`src/rtl/glrs_pkg.sv`:
```
// Shared types and constants for the gated linear recurrence scan.
`timescale 1ns / 1ps
package glrs_pkg;

  localparam int CHANNELS = 64;
  localparam int CH_W     = 6;
  localparam int CFG_W    = 7;
  localparam int GATE_W   = 17;
  localparam int VAL_W    = 32;
  localparam int PROD_W   = VAL_W + GATE_W + 1;
  localparam int FRAC_W   = 16;

  localparam logic [CFG_W-1:0]  CHANNELS_RESET = CFG_W'(CHANNELS);
  localparam logic [GATE_W-1:0] GATE_ONE       = GATE_W'(1 << FRAC_W);

  localparam logic OP_STEP = 1'b0;
  localparam logic OP_LOAD = 1'b1;

  localparam logic signed [VAL_W-1:0] VAL_MAX = {1'b0, {(VAL_W-1){1'b1}}};
  localparam logic signed [VAL_W-1:0] VAL_MIN = {1'b1, {(VAL_W-1){1'b0}}};

  typedef struct packed {
    logic                    opcode;
    logic [CH_W-1:0]         channel;
    logic [GATE_W-1:0]       gate;
    logic signed [VAL_W-1:0] x_value;
    logic                    final_step;
    logic                    bad;
  } stage_t;

endpackage

```
`src/rtl/glrs_ram.sv`:
```
// Generic single-write, single-read RAM with registered read data.
`timescale 1ns / 1ps
module glrs_ram #(
  parameter int WIDTH = 32,
  parameter int DEPTH = 64
) (
  input  logic                                    clk,
  input  logic                                    we,
  input  logic [((DEPTH > 1) ? $clog2(DEPTH) : 1)-1:0] waddr,
  input  logic [WIDTH-1:0]                        wdata,
  input  logic [((DEPTH > 1) ? $clog2(DEPTH) : 1)-1:0] raddr,
  output logic [WIDTH-1:0]                        rdata
);

  logic [WIDTH-1:0] mem [DEPTH];

  always_ff @(posedge clk) begin
    if (we) begin
      mem[waddr] <= wdata;
    end
    rdata <= mem[raddr];
  end

endmodule

```
`src/rtl/gated_linear_recurrence_scan.sv`:
```
// Top level of the per-channel gated first-order recurrence scan.
//
//   channel   handshake                 payload
//   item      item_valid / item_ready   opcode, channel, gate, x_value, final_step
//   result    result_valid / result_ready s_value, saturated, bad_channel, final_out
//   config    config_write              config_data (channels_in_use)
//
// One item per cycle unless stalled; items pass s1, then the result register.
// The state memory read is registered; a write in the same cycle is forwarded.
// Reset clears channels_in_use to 64; per-entry valid bits make state read zero.
// A held result register stalls the compute stage and drops item_ready.
`timescale 1ns / 1ps
module gated_linear_recurrence_scan (
  input  logic                                clk,
  input  logic                                rst,
  input  logic                                config_write,
  input  logic [glrs_pkg::CFG_W-1:0]          config_data,
  input  logic                                item_valid,
  output logic                                item_ready,
  input  logic                                opcode,
  input  logic [glrs_pkg::CH_W-1:0]           channel,
  input  logic [glrs_pkg::GATE_W-1:0]         gate,
  input  logic signed [glrs_pkg::VAL_W-1:0]   x_value,
  input  logic                                final_step,
  output logic                                result_valid,
  input  logic                                result_ready,
  output logic signed [glrs_pkg::VAL_W-1:0]   s_value,
  output logic                                saturated,
  output logic                                bad_channel,
  output logic                                final_out
);

  logic [glrs_pkg::CFG_W-1:0]        channels_in_use;
  glrs_pkg::stage_t                  s1;
  glrs_pkg::stage_t                  s1_next;
  logic                              s1_valid;
  logic                              s1_fire;
  logic                              item_fire;
  logic [glrs_pkg::CHANNELS-1:0]     vbits;
  logic                              vld_rd;
  logic                              byp;
  logic [glrs_pkg::VAL_W-1:0]        byp_data;
  logic [glrs_pkg::VAL_W-1:0]        ram_q;
  logic [glrs_pkg::CH_W-1:0]         rd_addr;
  logic                              wr_en;
  logic signed [glrs_pkg::VAL_W-1:0] state_old;
  logic [glrs_pkg::GATE_W-1:0]       gate_c;
  logic signed [glrs_pkg::PROD_W-1:0] prod;
  logic signed [glrs_pkg::PROD_W-1:0] prod_rnd;
  logic signed [glrs_pkg::VAL_W:0]   rnd;
  logic signed [glrs_pkg::VAL_W+1:0] sum;
  logic                              sum_sat;
  logic signed [glrs_pkg::VAL_W-1:0] sum_clip;
  logic signed [glrs_pkg::VAL_W-1:0] res_value;
  logic                              res_sat;

  assign s1_fire    = s1_valid && (!result_valid || result_ready);
  assign item_ready = !s1_valid || s1_fire;
  assign item_fire  = item_valid && item_ready;
  assign rd_addr    = item_fire ? channel : s1.channel;
  assign wr_en      = s1_fire && !s1.bad;

  always_comb begin
    s1_next.opcode     = opcode;
    s1_next.channel    = channel;
    s1_next.gate       = gate;
    s1_next.x_value    = x_value;
    s1_next.final_step = final_step;
    s1_next.bad        = ({1'b0, channel} >= channels_in_use)
                      || ({1'b0, channel} >= glrs_pkg::CFG_W'(glrs_pkg::CHANNELS));
  end

  always_ff @(posedge clk) begin
    if (rst) begin
      channels_in_use <= glrs_pkg::CHANNELS_RESET;
    end else if (config_write) begin
      channels_in_use <= config_data;
    end
  end

  always_ff @(posedge clk) begin
    if (rst) begin
      s1_valid <= 1'b0;
    end else if (item_fire) begin
      s1_valid <= 1'b1;
    end else if (s1_fire) begin
      s1_valid <= 1'b0;
    end
  end

  always_ff @(posedge clk) begin
    if (item_fire) begin
      s1 <= s1_next;
    end
  end

  glrs_ram #(
    .WIDTH (glrs_pkg::VAL_W),
    .DEPTH (glrs_pkg::CHANNELS)
  ) u_state (
    .clk   (clk),
    .we    (wr_en),
    .waddr (s1.channel),
    .wdata (res_value),
    .raddr (rd_addr),
    .rdata (ram_q)
  );

  always_ff @(posedge clk) begin
    if (rst) begin
      vbits  <= '0;
      vld_rd <= 1'b0;
      byp    <= 1'b0;
    end else begin
      vld_rd <= vbits[rd_addr];
      byp    <= wr_en && (s1.channel == rd_addr);
      if (wr_en) begin
        vbits[s1.channel] <= 1'b1;
      end
    end
  end

  always_ff @(posedge clk) begin
    byp_data <= res_value;
  end

  always_comb begin
    state_old = byp ? byp_data : (vld_rd ? ram_q : '0);
    gate_c    = (s1.gate > glrs_pkg::GATE_ONE) ? glrs_pkg::GATE_ONE : s1.gate;
    prod      = state_old * $signed({1'b0, gate_c});
    prod_rnd  = prod + glrs_pkg::PROD_W'(1 << (glrs_pkg::FRAC_W - 1));
    rnd       = prod_rnd[glrs_pkg::VAL_W + glrs_pkg::FRAC_W:glrs_pkg::FRAC_W];
    sum       = {rnd[glrs_pkg::VAL_W], rnd}
              + {{2{s1.x_value[glrs_pkg::VAL_W-1]}}, s1.x_value};
    sum_sat   = (sum[glrs_pkg::VAL_W+1:glrs_pkg::VAL_W-1] != 3'b000)
             && (sum[glrs_pkg::VAL_W+1:glrs_pkg::VAL_W-1] != 3'b111);
    if (!sum_sat) begin
      sum_clip = sum[glrs_pkg::VAL_W-1:0];
    end else if (sum[glrs_pkg::VAL_W+1]) begin
      sum_clip = glrs_pkg::VAL_MIN;
    end else begin
      sum_clip = glrs_pkg::VAL_MAX;
    end
    if (s1.bad) begin
      res_value = '0;
      res_sat   = 1'b0;
    end else if (s1.opcode == glrs_pkg::OP_LOAD) begin
      res_value = s1.x_value;
      res_sat   = 1'b0;
    end else begin
      res_value = sum_clip;
      res_sat   = sum_sat;
    end
  end

  always_ff @(posedge clk) begin
    if (rst) begin
      result_valid <= 1'b0;
    end else if (s1_fire) begin
      result_valid <= 1'b1;
    end else if (result_ready) begin
      result_valid <= 1'b0;
    end
  end

  always_ff @(posedge clk) begin
    if (s1_fire) begin
      s_value     <= res_value;
      saturated   <= res_sat;
      bad_channel <= s1.bad;
      final_out   <= s1.final_step;
    end
  end

  a_bad_result_zero: assert property (@(posedge clk) disable iff (rst)
    result_valid && bad_channel |-> (s_value == '0) && !saturated)
    else $error("bad channel result carries a value");

  a_sat_extreme: assert property (@(posedge clk) disable iff (rst)
    result_valid && saturated |->
      (s_value == glrs_pkg::VAL_MAX) || (s_value == glrs_pkg::VAL_MIN))
    else $error("saturated result is not at a range limit");

  a_load_passes: assert property (@(posedge clk) disable iff (rst)
    s1_fire && !s1.bad && (s1.opcode == glrs_pkg::OP_LOAD)
      |=> s_value == $past(s1.x_value))
    else $error("load result differs from loaded value");

  a_ready_when_empty: assert property (@(posedge clk) disable iff (rst)
    !s1_valid |-> item_ready)
    else $error("item stalled with empty compute stage");

  a_bad_no_write: assert property (@(posedge clk) disable iff (rst)
    s1_valid && s1.bad |-> !wr_en)
    else $error("bad channel item writes state");

endmodule

```
`config.mk`:
```
export PLATFORM = sky130hd
export DESIGN_NAME = gated_linear_recurrence_scan
export DESIGN_NICKNAME = d
export VERILOG_FILES = /design/src/rtl/glrs_pkg.sv /design/src/rtl/glrs_ram.sv /design/src/rtl/gated_linear_recurrence_scan.sv
export SDC_FILE = /design/constraint.sdc
export NUM_CORES = 2
export LEC_CHECK = 0
export ABC_CLOCK_PERIOD_IN_PS = 16400
export BUFFER_PORTS_ARGS = -buffer_cell sky130_fd_sc_hd__buf_2
export CAP_MARGIN = 20
export CORE_ASPECT_RATIO = 1.2
export CORE_MARGIN = 10
export CORE_UTILIZATION = 48
export CTS_BUF_LIST = sky130_fd_sc_hd__clkbuf_4 sky130_fd_sc_hd__clkbuf_8
export DETAILED_ROUTE_END_ITERATION = 8
export PLACE_DENSITY_LB_ADDON = 0.2
export SKIP_CTS_REPAIR_TIMING = 1
export SYNTH_ARGS = -nofsm -noshare
export SYNTH_HDL_FRONTEND = slang
export SYNTH_HIERARCHICAL = 1
export SYNTH_SLANG_ARGS = --single-unit
```
`constraint.sdc`:
```
create_clock -name clk -period 16.4 [get_ports clk]
set_clock_uncertainty 0.2 [all_clocks]
set_input_delay 2.46 -clock clk [delete_from_list [all_inputs] [get_ports clk]]
set_output_delay 2.46 -clock clk [all_outputs]
set_load 0.02 [all_outputs]
```
# Word-level counts from Yosys, hierarchy flattened
# Memories as Yosys holds them, arrays and structs flattened. A register that Yosys moved wholly into a read port is not among the register bits.
# Cells that the tools add are included.
[classes]
add_sub_neg = 2
n_mul = 1
n_lt_le_gt_ge = 5
eq_ne = 2
muxes = 18
bitwise_logic = 1
reduce_logical = 15
[ops]
columns = ["operator", "n"]
rows = [
  ["two-way mux 32 bit", 6],
  ["OR 64 bit", 1],
  ["adder 49 x 17 -> 49 bit (second input constant)", 1],
  ["multiplier 32 x 18 -> 49 bit", 1],
  ["adder 33 x 32 -> 34 bit", 1],
  ["> comparator 17 bit (second input constant)", 1],
  ["two-way mux 17 bit", 1],
  ["less-than comparator 6 x 7 -> 1 bit (second input constant)", 2],
  ["two-way mux 1 bit", 8],
  [">= comparator 6 x 7 -> 1 bit", 1],
  ["binary-select mux 1 bit (select 6 bit)", 1],
  ["demux 1 bit (select 6 bit)", 1],
  ["equality test 6 bit", 1],
  [">= comparator 6 x 1 -> 1 bit (second input constant)", 1],
  ["logical AND 1 bit", 6],
  ["two-way mux 6 bit", 1],
  ["nonzero test 2 bit", 2],
  ["logical NOT 1 bit", 3],
  ["!= test 3 bit (second input constant)", 1],
  ["nonzero test 3 bit", 1],
  ["logical OR 1 bit", 2],
  ["OR reduction 2 bit", 1],
]
[word_totals]
ff_bits = 200
ramBits = 2048
in_bits = 69
output_inout_bits = 37
word_cells = 62
mem_count = 1
[mem_list]
columns = ["name", "depth", "word_bits", "rd", "rd_ports_with_merged_regs", "wr", "line_no", "source"]
rows = [
  ["u_state.mem", 64, 32, 1, 1, 1, "glrs_ram.sv:15", "logic [WIDTH-1:0] mem [DEPTH];"],
]

# Longest topological paths before layout
[logic_depth]
ltp_word = 10
depth_mapped = 41
ltp_nobuf = 37

# Hierarchy
# Netlist, hierarchy kept.
[modules_own_cells]
columns = ["mod", "instances", "cells_each", "area_per_inst_um2", "seq_area_each_um2"]
rows = [
  ["glrs_ram", 1, 3324, 78515.3, 62139.6],
  ["gated_linear_recurrence_scan", 1, 3026, 27969.3, 4934.7],
]

# Worst setup path after synthesis
# Ideal clock, no wire load.
[synth_path]
path_type = "register to register"
start = "register byp"
end = "register s_value[3] (netlist bit), data pin"
setup_ps = 784
arrival_ps = 11946
t_required_ps = 15416
setup_slack_ps = 3471
path_stages_with_launch = 41
n_path_buf = 7
synth_period_minus_slack_ps = 12929
path_cell_list = "dfxtp_1 clkbuf_1 nor2b_1 clkbuf_1 clkbuf_1 clkbuf_1 a22oi_1 nor2_1 fa_1 inv_1 fa_1 fa_1 inv_1 fa_1 fa_1 inv_1 fa_1 inv_1 [... 5 more ...] o31a_1 o21ai_0 nand2_1 o311ai_0 a21oi_1 xnor2_1 ha_1 clkbuf_1 and3_1 a31oi_1 o21ai_0 a31o_2 a41oi_1 xor2_2 nand2_1 nand2_1 buf_2 a311oi_1"
[synth_via]
elab_chain_cells = 9
elab_cells_between_ends = 11
cone_classes = "2 x add/sub; 1 x mul; 1 x eq/ne; 5 x mux; 2 x reduce/logical"
[synth_rtl]
columns = ["item", "line_no", "source"]
rows = [
  ["start: declaration", "gated_linear_recurrence_scan.sv:41", "logic byp;"],
  ["start signal: assignment", "gated_linear_recurrence_scan.sv:116", "byp <= wr_en && (s1.channel == rd_addr);"],
  ["two-way mux 32 bit (*)", "gated_linear_recurrence_scan.sv:128", "state_old = byp ? byp_data : (vld_rd ? ram_q : '0);"],
  ["multiplier 32 x 18 -> 49 bit (*)", "gated_linear_recurrence_scan.sv:130", "prod = state_old * $signed({1'b0, gate_c});"],
  ["adder 49 x 17 -> 49 bit (*)", "gated_linear_recurrence_scan.sv:131", "prod_rnd = prod + glrs_pkg::PROD_W'(1 << (glrs_pkg::FRAC_W - 1));"],
  ["adder 33 x 32 -> 34 bit (*)", "gated_linear_recurrence_scan.sv:134", "+ {{2{s1.x_value[glrs_pkg::VAL_W-1]}}, s1.x_value};"],
  ["!= test 3 bit or nonzero test 3 bit (tied branches)", "gated_linear_recurrence_scan.sv:136, gated_linear_recurrence_scan.sv:135", ""],
  ["logical AND 1 bit", "gated_linear_recurrence_scan.sv:136", "&& (sum[glrs_pkg::VAL_W+1:glrs_pkg::VAL_W-1] != 3'b111);"],
  ["two-way mux 32 bit (*)", "gated_linear_recurrence_scan.sv:137", "if (!sum_sat) begin"],
  ["two-way mux 32 bit (*)", "gated_linear_recurrence_scan.sv:147", "end else if (s1.opcode == glrs_pkg::OP_LOAD) begin"],
  ["two-way mux 32 bit (*)", "gated_linear_recurrence_scan.sv:144", "if (s1.bad) begin"],
  ["named net res_value, one bit", "gated_linear_recurrence_scan.sv:54", "logic signed [glrs_pkg::VAL_W-1:0] res_value;"],
  ["end signal: assignment", "gated_linear_recurrence_scan.sv:168", "s_value <= res_value;"],
  ["end: declaration", "gated_linear_recurrence_scan.sv:27", "output logic signed [glrs_pkg::VAL_W-1:0] s_value,"],
]
# The timed path passes the listed nets; every way through them passes the cells marked *.
# A chain may end at the register's enable or synchronous reset.

# Worst setup path after layout
[layout_path]
start = "register s1[36] (netlist bit)"
end = "memory u_state.mem[23][18], data pin"
[layout_via]
elab_chain_cells = 10
elab_cells_between_ends = 12
cone_classes = "2 x add/sub; 1 x mul; 1 x order compare; 1 x eq/ne; 5 x mux; 2 x reduce/logical"
[layout_rtl]
columns = ["item", "line_no", "source"]
rows = [
  ["start: declaration", "gated_linear_recurrence_scan.sv:34", "glrs_pkg::stage_t s1;"],
  ["start signal: assignment", "gated_linear_recurrence_scan.sv:93", "s1 <= s1_next;"],
  ["> comparator 17 bit", "gated_linear_recurrence_scan.sv:129", "gate_c = (s1.gate > glrs_pkg::GATE_ONE) ? glrs_pkg::GATE_ONE : s1.gate;"],
  ["two-way mux 17 bit (*)", "gated_linear_recurrence_scan.sv:129", ""],
  ["multiplier 32 x 18 -> 49 bit (*)", "gated_linear_recurrence_scan.sv:130", ""],
  ["adder 49 x 17 -> 49 bit (*)", "gated_linear_recurrence_scan.sv:131", ""],
  ["adder 33 x 32 -> 34 bit (*)", "gated_linear_recurrence_scan.sv:134", ""],
  ["!= test 3 bit or nonzero test 3 bit (tied branches)", "gated_linear_recurrence_scan.sv:136, gated_linear_recurrence_scan.sv:135", ""],
  ["logical AND 1 bit", "gated_linear_recurrence_scan.sv:136", ""],
  ["two-way mux 32 bit (*)", "gated_linear_recurrence_scan.sv:137", ""],
  ["two-way mux 32 bit (*)", "gated_linear_recurrence_scan.sv:147", ""],
  ["two-way mux 32 bit (*)", "gated_linear_recurrence_scan.sv:144", ""],
  ["named net res_value, one bit", "gated_linear_recurrence_scan.sv:54", ""],
  ["end: declaration", "glrs_ram.sv:15", ""],
]
# Marks and branches as above.

==> impl_metrics.env <==
export IMPL_timing_rr_start="s1[36]"
export IMPL_synth_seq_area_share_pct=63.0
export IMPL_maxSlewHeadroom_pct=4.07
export IMPL_max_cap_violations=0
export IMPL_holdCritPathClass="reg -> reg"
export IMPL_clk_pin_slew_ps=60
export IMPL_yosysWarningCount=6
export IMPL_worstHoldEndpoint="final_out"
export IMPL_place_inst=9304
export IMPL_grtUsageTotal_pct=25.2
export IMPL_syn_num_nets=7120
export IMPL_max_clock_path_buffers=4
export IMPL_post_route_cells_drive_above_1_share_pct=22.3
export IMPL_clock_sinks=2280
export IMPL_nets=7490
export IMPL_dr_first_iter_drc_count=6264
export IMPL_netlist_top_cell_by_area="sky130_fd_sc_hd__edfxtp_1"
export IMPL_crit_path_max_fanout=34
export IMPL_cts_tree="built"
export IMPL_most_frequently_used_flop_master_after_synthesis="sky130_fd_sc_hd__edfxtp_1"
export IMPL_dr_vias_cell=6.04
export IMPL_maxSlewViolCount=0
export IMPL_die_width_um=450
export IMPL_timing_setup_critical_path_class="reg -> reg"
export IMPL_met2_usage_pct=41.5
export IMPL_worst_skew_pair_late_latency_ps=1120
export IMPL_layout_worst_path_cycle_share_pct=80.9
export IMPL_gp_congestion=0.954
export IMPL_floorplan_rows=189
export IMPL_synth_most_common_cell="sky130_fd_sc_hd__edfxtp_1"
export IMPL_netlist_area_mm2=0.106
export IMPL_ff2ff_setup_slack_ps=3130
export IMPL_cts_root_buffer="sky130_fd_sc_hd__clkbuf_8"
export IMPL_drt_pass1_iter_count=8
export IMPL_synth_edff_count=2141
export IMPL_top_level_ports=106
export IMPL_finalHoldViolations=0
export IMPL_yosys_area_top_type_share_pct=60.4
export IMPL_hold_path_depth=0
export IMPL_number_of_buffers_created_by_cts=374
export IMPL_grt_busiest_layer="met2"
export IMPL_final_min_clock_period_ps=13270
export IMPL_worstPathRequired_ps=16970
export IMPL_finalNonFillerCells=9968
export IMPL_tightest_slew_ps=1440
export IMPL_synth_cell_types=85
export IMPL_crit_path_frequent_cell="sky130_fd_sc_hd__fa_1"
export IMPL_clock_fmax_ghz=0.0754
export IMPL_endpoint_kind="flop"
export IMPL_portBuffers=105
export IMPL_grt_setup_unrepaired="no"
export IMPL_floorplan_core_area_mm2=0.221
export IMPL_global_route_wire_length_before_repair_um=441000
export IMPL_grt_use_met3_pct=4.81
export IMPL_async_reset_ff_share_pct=0
export IMPL_worst_r2r_endpoint="u_state/mem[23][18]"
export IMPL_die_h_um=536
export IMPL_initial_utilization_pct=48.2
export IMPL_antenna_violations_before_repair=10
export IMPL_power_density_cell_area_mw_per_mm2=145
export IMPL_area_growth_pct=11.7
export IMPL_post_synth_inst_count=6350
export IMPL_syn_area_per_cell_um2=16.8
export IMPL_timing_reg2reg_worst_path_depth=36
export IMPL_detail_route_antenna_nets=0
export IMPL_synth_ff_latch_count=2280
export IMPL_setup_total_negative_slack_ps=0
export IMPL_synth_area_top_cells="sky130_fd_sc_hd__edfxtp_1 60%, sky130_fd_sc_hd__mux4_2 12%, sky130_fd_sc_hd__fa_1 9.7%"
export IMPL_worstHoldStart="s1[1]"
export IMPL_static_leakage_power_nw=42.2
export IMPL_cp_slowest_stage_delay_ps=930
export IMPL_worst_setup_path_start_kind="flop"
export IMPL_routedWlPerCell_um=30.7
export IMPL_largest_net_degree_at_the_start_of_global_routing=97
export IMPL_via_count=60224
export IMPL_final_setup_violation_count=0
export IMPL_post_synth_most_frequent_cells="2141 x sky130_fd_sc_hd__edfxtp_1, 664 x sky130_fd_sc_hd__inv_1, 548 x sky130_fd_sc_hd__mux4_2, 516 x sky130_fd_sc_hd__fa_1, 493 x sky130_fd_sc_hd__nor2_1"
export IMPL_use_met1_pct=32.9
export IMPL_die_area_mm2=0.241
export IMPL_gr_total_overflow=0
export IMPL_cts_htree_levels=5
export IMPL_worst_ep_arrival_time_ps=13840
export IMPL_hpwl_um=188000
export IMPL_vdd_ir_drop_max_uv=279
export IMPL_crit_slowest_cell="sky130_fd_sc_hd__a21oi_4"
export IMPL_grt_pass1_vias=62652
export IMPL_run_status="finished, final reports clean"
export IMPL_remaining_drc_errors=0
export IMPL_postRouteWirelength_um=306000
-- cell type report --
class / instances / area, µm²
well taps: 2960 / 3700
flip-flops and latches: 2280 / 67100
fillers: 17682 / 102000
diodes: 16 / 40.0
repair buffers: 298 / 2040
multi-input cells: 3100 / 36400
clock buffers: 526 / 6420
clock inverters: 122 / 721
inverters: 666 / 2530
-- per-layer routing --
| layer | vias to the layer above | routed length, µm |
|---|---|---|
| met2 | 2857 | 149000 |
| met4 | 4 | 14900 |
| met5 | - | 22 |
| met1 | 32181 | 117000 |
| met3 | 645 | 25000 |
| li1 | 24537 | - |
-- sequential cells by signal, summed over array words and instances, names as in the netlist, 7 cells and up --
signal           flops
u_state/mem       2048
vbits               64
s1                  58
byp_data            32
s_value             32
u_state/rdata       32
channels_in_use      7
-- layout by cell type, fill, tap and decap left out, types with 43 or more instances in the layout --
cell type,count
sky130_fd_sc_hd__edfxtp_1,2141
sky130_fd_sc_hd__inv_1,661
sky130_fd_sc_hd__mux4_2,548
sky130_fd_sc_hd__fa_1,516
sky130_fd_sc_hd__nor2_1,430
sky130_fd_sc_hd__clkbuf_8,395
sky130_fd_sc_hd__nand2_1,339
sky130_fd_sc_hd__buf_4,188
sky130_fd_sc_hd__ha_1,185
sky130_fd_sc_hd__o22ai_1,149
sky130_fd_sc_hd__dfxtp_1,138
sky130_fd_sc_hd__clkbuf_4,131
sky130_fd_sc_hd__a21oi_1,129
sky130_fd_sc_hd__mux2i_1,120
sky130_fd_sc_hd__buf_2,105
sky130_fd_sc_hd__clkinv_1,73
sky130_fd_sc_hd__nor2_4,63
sky130_fd_sc_hd__a21o_1,45
sky130_fd_sc_hd__xnor2_1,44
sky130_fd_sc_hd__a22oi_1,43
-- power breakdown --
group | leakage (nW) | total (mW) | internal [mW] | switching, mW
Sequential | 20.7 | 8.05 | 7.95 | 0.0997
Clock | 3.78 | 4.81 | 2.61 | 2.21
Combinational | 17.7 | 4.41 | 1.13 | 3.28
Total | 42.2 | 17.3 | 11.7 | 5.58
-- per-stage QoR --
stage | hold WS, ps | total power [mW] | area [µm²] | setup WS [ps] | utilization, %
final | 217 | 17.3 | 119000 | 3130 | 53.9
after global routing | 225 | 18.0 | 119000 | 2690 | 53.8
after CTS | 220 | 17.4 | 119000 | 3500 | 53.8
after detailed placement | 207 | 12.6 | 112000 | 3620 | 50.6
after global placement | 202 | 12.5 | 112000 | 3850 | 50.6
after floorplan | 200 | 10.7 | 106000 | 3470 | -
-- how the worst max path moves through the flow --
stage	start	endpoint	slack, ps	depth (start not counted)
floorplan	byp	s_value[3]	3470	40
global placement	s1[36]	u_state/mem[22][18]	3850	36
detailed placement	s1[36]	u_state/mem[21][18]	3620	36
CTS	s1[50]	u_state/mem[10][18]	3500	35
global route	s1[36]	u_state/mem[20][18]	2690	36
finish	s1[36]	u_state/mem[23][18]	3130	36
-- kinds of logic (layout without fill, tap and decap cells) --
family,Yosys count,after routing,share of synthesized area [%]
flops,2280,2280,63.0
buf+inv,970,1612,3.64
mux,669,669,12.7
simple gates,1052,1052,4.25
xor+xnor,76,76,0.632
compound gates,602,602,3.89
other cells,0,16,0
fa+ha+maj,701,701,11.9
-- critical path, delay by kind of cell, from the launching register on --
family | cells | cell delay, ps
buf+inv | 5 | 710
flops | 1 | 430
simple gates | 5 | 2390
compound gates | 16 | 5180
xor+xnor | 2 | 370
fa+ha+maj | 8 | 3600
Note: power is estimated with default switching activity, not from simulation.
